==> config.mk <==
export PLATFORM = sky130hd
export DESIGN_NAME = bhd_ram
export DESIGN_NICKNAME = d
export VERILOG_FILES = /design/src/hdl/bhd_ram.sv
export SDC_FILE = /design/constraint.sdc
export NUM_CORES = 1
export LEC_CHECK = 0
export BUFFER_PORTS_ARGS = -buffer_cell sky130_fd_sc_hd__buf_2
export CAP_MARGIN = 20
export CELL_PAD_IN_SITES_DETAIL_PLACEMENT = 0
export CELL_PAD_IN_SITES_GLOBAL_PLACEMENT = 2
export CORE_MARGIN = 2
export CORE_UTILIZATION = 54
export CTS_CLUSTER_SIZE = 24
export DETAILED_ROUTE_END_ITERATION = 8
export PLACE_DENSITY_LB_ADDON = 0.1
export SLEW_MARGIN = 20
export SYNTH_ARGS = -nofsm -noshare
export SYNTH_HDL_FRONTEND = slang
export SYNTH_SLANG_ARGS = --single-unit
==> constraint.sdc <==
create_clock -name clk -period 5.1 [get_ports clk]
set_clock_uncertainty 0.15 [all_clocks]
set_input_delay 0 -clock clk [delete_from_list [all_inputs] [get_ports clk]]
set_output_delay 0 -clock clk [all_outputs]
set_load 0.03 [all_outputs]
==> src/hdl/bhd_ram.sv <==
// Generic single-write, single-read RAM with registered read data.
`default_nettype none
module bhd_ram #(
  parameter int WIDTH = 8,
  parameter int DEPTH = 64,
  localparam int AW = (DEPTH > 1) ? $clog2(DEPTH) : 1
) (
  input  wire logic             clk,
  input  wire logic             wr_en,
  input  wire logic [AW-1:0]    wr_addr,
  input  wire logic [WIDTH-1:0] wr_data,
  input  wire logic [AW-1:0]    rd_addr,
  output logic      [WIDTH-1:0] rd_data
);

  logic [WIDTH-1:0] mem [DEPTH];

  always_ff @(posedge clk) begin
    if (wr_en) begin
      mem[wr_addr] <= wr_data;
    end
    rd_data <= mem[rd_addr];
  end

endmodule
`default_nettype wire

==> metrics.md, run 1 <==
| Metric | Value |
|---|---|
| Status | `completed` |
| Layout Area Growth over Synthesis | `11.79%` |
| Path category of the worst min-delay check | `input port to flip-flop` |
| Nets | `roughly 1000` |
| Clock power frac | `approximately two fifths` |
| CTS buffer count | `51` |
| Worst R2R Start | `mem[46][1]` |
| DR DRC count | `0` |
| Tmin final | `2.425 ns` |
| Internal power | `~7 mW` |
| Crit end category | `flip-flop` |
| Final Cycle Share | `around 48%` |
| Seq cells post-synth | `520` |
| Top-area cell type share of the netlist area | `between 70 and 80%` |
| Fmax | `412.3 MHz` |
| Post-synth top area cell | `edfxtp_1` |
| Chip height | `~200 um` |
| Share of synthesized registers carrying an async set or reset | `0%` |
| Via Count | `9596` |
| HP Start | `rd_addr[2]` |
| Post-synth EDFFs | `512` |
| Clk slew on worst S/H paths | `around 0.060 ns` |
| Setup CP Type | `input port to flip-flop` |
| Drt first-iter violations | `a little under 900` |
| Worst Hold Depth | `4` |
| Largest cells by area after synthesis | `edfxtp_1 76%, mux4_2 14%, nor2_1 1.5%, mux2i_1 1.1%, dfxtp_1 0.79%` |
| Final setup violation count | `0` |
| PortBufs | `29` |
| Largest net degree at the start of global routing | `between 80 and 90` |
| Met2 Usage GRT | `between 30% and 40%` |
| Comb power frac | `5.0%` |
| Final ANT Viol Nets | `0` |
| Max Cap Viol | `0` |
| Synth unique cells | `40` |
| Hold Path End | `rd_data[3]` |
| Worst r2r path cells | `4` |
| Clock root buffer | `clkbuf_16` |
| Vias per cell | `6.368` |
| Critical Path AT | `2.71 ns` |
| Met3 Usage GRT | `between 3 and 4%` |
| Critical Path Start Type | `input port` |
| Core ar. | `about 37000 um^2` |
| DR WL/cell | `approximately 29 um` |
| Worst Max-Slew Pin Slew | `1.019 ns` |
| Die width | `slightly below 200 um` |
| Post CTS Setup Buffer Count | `0` |
| GRT overflow | `0` |
| Initial antenna violation count | `2` |
| Synthesized cell area | `between 20000 and 25000 um^2` |
| P per Cell Area | `396.9 nW/um^2` |
| Most used DFF post-synth | `edfxtp_1` |
| YS warnings | `0` |
| First-pass GRT wire length | `between 60000 and 70000 um` |
| Worst Path Required | `between 5 and 6 ns` |
| Max-slew headroom | `32.08%` |
| Clk buf depth | `3` |
| Flop pwr share | `between 50 and 60%` |
| Site Rows | `70` |
| Post-Place Cell Area | `20710 um^2` |
| Sequential area share after synthesis | `between 70 and 80%` |
| Vias in the first global route | `roughly 9800` |
| CTS tree | `built` |
| Worst Path Max Fanout | `81` |
| Worst skew pair latency | `between 0.5 and 0.6 ns` |
| Final Hold Vio Count | `0` |
| H-tree Lvls | `2` |
| Avg Cell Area, Syn | `about 21 um^2` |
| Die area | `38910 um^2` |
| Busiest grt layer | `met2` |
| IO Pins | `30` |
| Final hold slack | `0.01336 ns` |
| HPWL after DPL | `26270 um` |
| Sw Pwr | `roughly 1.9 mW` |
| IR drop worst, VDD | `a little over 0.3 mV` |
| Reg-to-reg endpoint | `rd_data[1]` |
| Design area | `roughly 23000 um^2` |
| Syn Nets | `between 900 and 1000` |
| Leakage | `7.032 nW` |
| Switching part of the total | `around 21%` |
| Final core utilization | `between 60 and 70%` |
| Commonest cells post-synth | `512 x edfxtp_1, 126 x mux4_2, 83 x nor2_1, 23 x mux2i_1, 19 x nand2_1` |
| Clk sinks | `520` |
| Slew Limit Fails | `0` |
| Top-count cell post-synth | `edfxtp_1` |
| DRT Wirelength | `about 44000 um` |
| Setup_tns | `0 ns` |
| All-Layer GR Usage | `23.86%` |
| R2r setup slk | `~2.8 ns` |
| GPL Wtd Cong | `roughly 0.78` |
| Initial Utilization | `between 50% and 60%` |
| DRT Pass-1 Iters | `5` |
| Fraction of layout instances using a drive strength above 1 | `roughly a quarter` |
| Post-Synthesis Cells | `940` |
| Met1 Usage GRT | `34.81%` |
| RSZ-0062 raised after global routing | `false` |
-- worst max path at each step --
stage                     from    endpoint  slack, ns  depth (start not counted)
floorplan           mem[29][4]  rd_data[4]       3.26                          5
global placement    rd_addr[0]  rd_data[5]       2.10                          7
detailed placement  rd_addr[0]  rd_data[5]       2.06                          7
CTS                 rd_addr[0]  rd_data[5]       2.67                          7
global route        rd_addr[0]  rd_data[5]       2.46                          7
finish              rd_addr[0]  rd_data[5]       2.67                          7
-- critical path, stage by stage --
cell	delay, ns
clkbuf_8	0.67
buf_4	0.55
mux4_2	0.56
mux2i_1	0.33
a21oi_1	0.11
o21ai_1	0.19
o41ai_1	0.14
-- layout make-up --
cell class	count	area [um^2]
Multi-Input combinational cell	369	4328
Sequential cell	520	15530
Timing Repair Buffer	57	414.1
Clock inverter	29	276.5
Antenna cell	1	2.502
Tap cell	468	585.6
Clock buffer	63	1404
Fill cell	2520	14150
-- metal layers --
layer | part of all wire [%] | routed length [um] | up-vias
li1 | - | - | 4052
met5 | 0 | 0 | -
met3 | 6.3 | 2812 | 62
met2 | 49 | 21890 | 346
met1 | 42 | 18790 | 5136
met4 | 2.0 | 887 | 0
-- power groups by stage --
| stage | clock, mW | combinational [mW] | sequential [mW] |
|---|---|---|---|
| 6_report | 3.76 | 0.445 | 4.75 |
| 3_5_place_dp | 0 | 0.443 | 4.84 |
| 3_3_place_gp | 0 | 0.430 | 4.84 |
| 5_1_grt | 3.98 | 0.476 | 4.75 |
| 2_1_floorplan | 0 | 0.252 | 4.84 |
| 4_1_cts | 3.81 | 0.449 | 4.75 |
-- cell usage in the layout, fill, tap and decap left out, types with 3 or more instances in the layout --
cell type	synthesis	routed
buf_4	13	20
o221ai_1	8	8
o2111ai_1	3	3
nor3_1	7	5
nand3b_1	3	3
bufinv_16	0	5
o2bb2ai_1	3	3
nor2b_1	14	14
clkinv_1	0	7
a22oi_1	3	3
a21oi_1	3	3
mux2i_1	23	23
a211oi_1	4	4
edfxtp_1	512	512
a221oi_1	6	6
clkinv_2	0	12
clkbuf_1	17	6
dfxtp_1	8	8
clkbuf_8	0	5
nand2b_1	7	7
clkinvlp_4	0	3
nor2_1	83	83
clkbuf_16	0	53
dlygate4sd3_1	0	14
nand3_1	13	13
buf_2	11	22
mux4_2	126	126
mux2_2	13	13
o22ai_1	8	8
nand2_1	19	19
-- cell families after synthesis --
logic type,Yosys count,synth area share [%]
flip-flops,520,77.03
multiplexers,162,15.94
AND/OR/NAND/NOR,153,3.387
AO/OA/AOI/OAI,54,2.072
buffers and inverters,51,1.570
-- flip-flops by register name, indices dropped and copies added, names as in the netlist --
register	flops
rd_data	8
mem	512
-- per-stage QoR --
stage / setup WS, ns / std cells / power [mW]
floorplan: 3.258 / 940 / 5.096
global route: 2.463 / 1506 / 9.204
finish: 2.675 / 1507 / 8.948
detailed placement: 2.064 / 1400 / 5.281
global placement: 2.099 / 1400 / 5.266
CTS: 2.673 / 1502 / 9.006
-- timing repair --
item | in CTS | in global routing
resized for setup | 0 | 0
hold buffers | 10 | 4
endpoints found under the hold margin | 328 | 256
Power figures use the tool's default switching activity.
==> run 2: changes to the inputs <==
Settings changed: ABC_AREA from default to 1, CORE_UTILIZATION 54 to 39.
Clock period 5.1 ns to 2 ns, I/O delays scaled along.
==> metrics.md, run 2 <==
| Metric | Value |
|---|---|
| Status | `completed` |
| Final Hold Vio Count | `0` |
| Biggest regs | `mem x512, rd_data x8` |
| Fmax | `525.0 MHz` |
| H-tree Lvls | `2` |
| Share of synthesized registers carrying an async set or reset | `0%` |
| Top-area cell type share of the netlist area | `72.05%` |
| HPWL after DPL | `between 30000 and 40000 um` |
| First-pass GRT wire length | `90200 um` |
| IR drop worst, VDD | `around 0.7 mV` |
| Worst Path Required | `2.35 ns` |
| Clk sinks | `520` |
| Worst R2R Start | `mem[35][2]` |
| Die area | `about 57000 um^2` |
| Final setup violation count | `0` |
| Top-count cell post-synth | `nand2_1` |
| Commonest non-fill, non-tap cell in the layout | `nand2_1` |
| Met1 Usage GRT | `between 20% and 30%` |
| Initial antenna violation count | `1` |
| Fraction of layout instances using a drive strength above 1 | `12.00%` |
| R2r setup slk | `between 0.09 and 0.1 ns` |
| Post-synth top area cell | `edfxtp_1` |
| Critical Path AT | `between 2 and 2.5 ns` |
| GPL Wtd Cong | `just under 0.8` |
| Worst Max-Slew Pin Slew | `0.9192 ns` |
| CTS tree | `built` |
| Total power | `23.70 mW` |
| Final Cycle Share | `a little over nine tenths` |
| All-Layer GR Usage | `approximately 22%` |
| Met3 Usage GRT | `3.066%` |
| Reg-to-reg endpoint | `rd_data[2]` |
| Most frequent cells in the layout | `647 x nand2_1, 512 x edfxtp_1, 437 x nand3_1` |
| Pre-CTS WS | `-0.04718 ns` |
| Busiest grt layer | `met2` |
| Initial Utilization | `between 30% and 40%` |
| DRT Wirelength | `slightly above 60000 um` |
| Synthesized cell area | `roughly 21000 um^2` |
| Worst skew pair latency | `around 0.61 ns` |
| Critical Path Start Type | `flip-flop` |
| Post-Synthesis Cells | `1805` |
| Layout Area Growth over Synthesis | `15.92%` |
| Most flop-heavy register | `mem` |
| Setup CP Type | `flip-flop to flip-flop` |
| Path category of the worst min-delay check | `input port to flip-flop` |
| PortBufs | `29` |
| Vias in the first global route | `about 14000` |
| Vias per cell | `between 5 and 6` |
| Max-slew headroom | `a little under 40%` |
| Nets | `1944` |
| Tmin final | `around 1.9 ns` |
| Commonest cells post-synth | `648 x nand2_1, 512 x edfxtp_1, 439 x nand3_1, 56 x nor2_1, 37 x buf_2` |
| Sequential area share after synthesis | `a little over 70%` |
| Most used DFF post-synth | `edfxtp_1` |
| Die width | `between 200 and 250 um` |
| Worst Path Max Fanout | `1` |
| Final worst slack | `~0.095 ns` |
| Syn Nets | `approximately 1800` |
| DRT Pass-1 Iters | `5` |
| Largest net degree at the start of global routing | `83` |
| # diodes | `0` |
| Final ANT Viol Nets | `0` |
| Leakage | `about 9.0 nW` |
| P per Cell Area | `around 960 nW/um^2` |
| CP startpoint | `mem[35][2]` |
| Worst r2r path cells | `9` |
| Seq cells post-synth | `520` |
| Chip height | `roughly 240 um` |
| Max Cap Viol | `0` |
| Site Rows | `85` |
| CTS buffer count | `56` |
| Via Count | `approximately 14000` |
| Clock root buffer | `clkbuf_16` |
| Synth unique cells | `16` |
| Crit end category | `flip-flop` |
| Core ar. | `53920 um^2` |
| Met2 Usage GRT | `between 30% and 40%` |
| YS warnings | `0` |
| Avg Cell Area, Syn | `between 10 and 15 um^2` |
| IO Pins | `30` |
| DR WL/cell | `around 23 um` |
| Max FFs per register | `around 500` |
| HP Start | `rd_addr[2]` |
| Drt first-iter violations | `931` |
| GRT overflow | `0` |
| Post-synth EDFFs | `roughly 500` |
| RSZ-0062 raised after global routing | `false` |
| DR DRC count | `0` |
| Clk buf depth | `3` |
| Largest cells by area after synthesis | `edfxtp_1 72%, nand2_1 11%, nand3_1 10%, buf_6 1.8%, nor2_1 0.99%` |
| Slew Limit Fails | `0` |
| CP Capture Point | `rd_data[2]` |
| Clk slew on worst S/H paths | `~0.06 ns` |
[run 2: changes by cell type in the layout (fill, tap and decap cells not counted), moves of 8 or more]
cell and change:
o221ai_1 -8, mux4_2 -126, inv_1 +8, nor2b_1 -14, nand3_1 +424, mux2i_1 -23, mux2_2 -13, nand2_1 +628
o22ai_1 -8, nor2_1 -27, clkbuf_1 +8, buf_4 +80, buf_12 +23
[run 2: layer usage]
layer / vias up / routed length, um
li1: 6576 / -
met1: 6844 / 27380
met2: 293 / 29480
met3: 78 / 2468
met4: 0 / 1477
met5: - / 0
[run 2: area by class of cell]
class                      instances  area [um^2]
inverter                          12        58.81
tap                              696        870.8
sequential                       520        15530
multi-input combinational       1160         4959
clock buffer                      73         1506
clock inverter                    29        236.5
timing repair buffer             172         1570
fill                            4982        29180
[run 2: repair_timing]
action	4_1_cts	5_1_grt
setup endpoints to repair	0	9
setup buffers	0	3
resized for setup	0	4
hold buffers	21	0
hold endpoints to repair	521	0
[run 2: metrics by stage]
step / TNS (ns) / hold slack (ns) / utilization [%] / area [um^2] / instances
global route: 0 / 0.09029 / 45.88 / 24740 / 2662
floorplan: 0 / -0.05113 / - / 21340 / 1805
global placement: -0.02078 / 0.3129 / 42.18 / 22740 / 2536
detailed placement: -0.04718 / 0.3126 / 42.18 / 22740 / 2536
finish: 0 / 0.05764 / 45.88 / 24740 / 2662
CTS: 0 / 0.03415 / 45.80 / 24700 / 2659
[run 2: worst min path at each step]
stage | to | slack (ns) | cells after the start
final | rd_data[5] | 0.06 | 8
after floorplan | mem[0][0] | -0.05 | 0
after CTS | rd_data[4] | 0.03 | 8
after global placement | rd_data[2] | 0.31 | 3
after global routing | mem[16][0] | 0.09 | 5
after detailed placement | rd_data[2] | 0.31 | 3
[run 2: worst max-delay path: stages, from the launching register on]
cell           delay, ns
edfxtp_1            0.36
nand2_1             0.07
nand3_1             0.10
nand3_1             0.10
nand2_1             0.11
nand2_1             0.09
nand3_2             0.11
nand3_1             0.12
dlygate4sd3_1       0.55
nand2_1             0.04
[run 2: logic make-up (layout without fill, tap and decap cells)]
logic type | Yosys count | after routing | synth area share (%)
buffers and inverters | 125 | 286 | 4.022
AND/OR/NAND/NOR | 1160 | 1160 | 23.18
flip-flops | 520 | 520 | 72.80
[run 2: power by group]
| part | internal, mW | total, mW | switching [mW] |
|---|---|---|---|
| Clock | 5.78 | 9.98 | 4.19 |
| Sequential | 12.1 | 12.1 | 0.0515 |
| Combinational | 0.452 | 1.61 | 1.16 |
==> run 3: changes to the inputs <==
Settings changed: CORE_ASPECT_RATIO from default to 2.
==> metrics.md, run 3 (same netlist as run 2, synthesis figures left out) <==
| Metric | Value |
|---|---|
| Die area | `~57000 um^2` |
| Worst Max-Slew Pin Slew | `1.064 ns` |
| Most flop-heavy register | `mem` |
| Max layer used | `met4` |
| CP Capture Point | `mem[51][0]` |
| Clock root buffer | `clkbuf_16` |
| Final ANT Viol Nets | `0` |
| Worst Path Required | `2.13 ns` |
| Final Hold Vio Count | `0` |
| IO Pins | `30` |
| CP startpoint | `wr_addr[3]` |
| Initial Utilization | `slightly below 40%` |
| Comb power frac | `around 7.3%` |
| Internal power | `around 17 mW` |
| Area of the multi-input gates | `approximately 5000 um^2` |
| PortBufs | `29` |
| Status | `completed` |
| Vias in the first global route | `roughly 14000` |
| Total power | `~22 mW` |
| Critical Path AT | `roughly 2.1 ns` |
| Clk sinks | `520` |
| Switching part of the total | `roughly a quarter` |
| CTS buffer count | `46` |
| HPWL after DPL | `38620 um` |
| First-pass GRT wire length | `91870 um` |
| Max Cap Viol | `0` |
| Reg-to-reg endpoint | `rd_data[5]` |
| # diodes | `0` |
| Final hold slack | `between 0.03 and 0.04 ns` |
| Fill count | `a little over 5000` |
| FF+latch area | `approximately 16000 um^2` |
| Clk buf depth | `3` |
| Layout Area Growth over Synthesis | `14.01%` |
| DRT Pass-1 Iters | `7` |
| GRT overflow | `0` |
| Chip height | `approximately 330 um` |
| GPL Wtd Cong | `slightly below 0.8` |
| Site Rows | `between 100 and 150` |
| Die width | `roughly 170 um` |
| Biggest regs | `mem x512, rd_data x8` |
| CTS tree | `built` |
| Most frequent cells in the layout | `648 x nand2_1, 512 x edfxtp_1, 439 x nand3_1` |
| Commonest non-fill, non-tap cell in the layout | `nand2_1` |
| Critical Path Start Type | `input port` |
| Largest net degree at the start of global routing | `between 60 and 70` |
| Path category of the worst min-delay check | `input port to flip-flop` |
| Fmax | `a little over 500 MHz` |
| WL met1 | `between 20000 and 25000 um` |
| DR WL/cell | `~24 um` |
| Max-slew headroom | `between 20% and 30%` |
| Setup CP Type | `input port to flip-flop` |
| DR DRC count | `0` |
| Slew Limit Fails | `0` |
| Clock power frac | `around 38%` |
| Drt first-iter violations | `between 800 and 900` |
| Clk slew on worst S/H paths | `roughly 0.060 ns` |
| Worst skew pair latency | `a little under 0.6 ns` |
| P per Cell Area | `a little over 900 nW/um^2` |
| Worst Path Max Fanout | `8` |
| Crit end category | `flip-flop` |
| Via Count | `approximately 14000` |
| IR drop worst, VDD | `0.7218 mV` |
| Routed wl met3 | `1692 um` |
| Max FFs per register | `a little over 500` |
| H-tree Lvls | `2` |
| Sw Pwr | `a little over 5 mW` |
| Flop pwr share | `~55%` |
| Worst R2R Start | `mem[50][5]` |
| Final Cycle Share | `between 90 and 100%` |
| Core ar. | `54200 um^2` |
| Fraction of layout instances using a drive strength above 1 | `between 10 and 15%` |
| Setup_tns | `0 ns` |
| R2r setup slk | `0.46 ns` |
| Leakage | `around 8.9 nW` |
| Nets | `around 1900` |
| DRT Wirelength | `~62000 um` |
| Tmin final | `around 2.0 ns` |
| Final setup violation count | `0` |
| Met2 wire len | `~35000 um` |
| Initial antenna violation count | `0` |
| All-Layer GR Usage | `~22%` |
| RSZ-0062 raised after global routing | `false` |
| Worst r2r path cells | `8` |
| Vias per cell | `5.217` |
## run 3: power groups by stage
stage / Clock (mW) / Combinational (mW) / Sequential, mW
6_report: 8.41 / 1.63 / 12.1
2_1_floorplan: 0 / 0.848 / 12.4
3_3_place_gp: 0 / 1.63 / 12.3
3_5_place_dp: 0 / 1.63 / 12.3
5_1_grt: 8.98 / 1.78 / 12.1
4_1_cts: 8.64 / 1.66 / 12.1
## run 3: critical path, cell delays in order
cell           delay, ns
dlygate4sd3_1       0.56
buf_2               0.18
inv_2               0.11
nand4_1             0.22
buf_4               0.22
nor4_1              0.52
buf_4               0.31
## run 3: layer usage
metal,global-route usage [%],vias up
met5,0,-
met3,2.148,84
met1,25.67,6831
met2,42.90,224
met4,7.292,0
li1,-,6556
## run 3: worst min path at each step
stage | slack, ns | to | start | cells after the start
after floorplan | -0.05 | mem[0][0] | wr_data[0] | 0
after global placement | 0.22 | rd_data[2] | rd_addr[5] | 3
after detailed placement | 0.24 | rd_data[4] | rd_addr[5] | 3
after CTS | 0.05 | mem[13][2] | wr_data[2] | 1
after global routing | 0.08 | mem[0][2] | wr_data[2] | 1
final | 0.03 | mem[13][2] | wr_data[2] | 1
## run 3: area by class of cell
cell class / instances / share of cell area (%)
sequential: 520 / 63.85
multi-input combinational: 1160 / 20.38
timing repair buffer: 174 / 6.398
clock buffer: 62 / 5.240
tap: 676 / 3.476
clock inverter: 21 / 0.4268
inverter: 12 / 0.2263
## run 3: timing repair
action                                  CTS  global route
hold endpoints to repair                389            50
buffers inserted                          0             2
endpoints found under the setup margin    0            16
hold buffers                             17             1
gates resized for setup                   0             4
## run 3: stage by stage
stage	utilization [%]	std cells	area, um^2	worst slack (ns)
global placement	41.97	2523	22750	0.02168
detailed placement	41.97	2523	22750	0.02067
floorplan	-	1805	21340	0.08388
finish	44.89	2625	24330	0.02338
CTS	44.83	2623	24300	0.01527
global route	44.89	2625	24330	0.02668
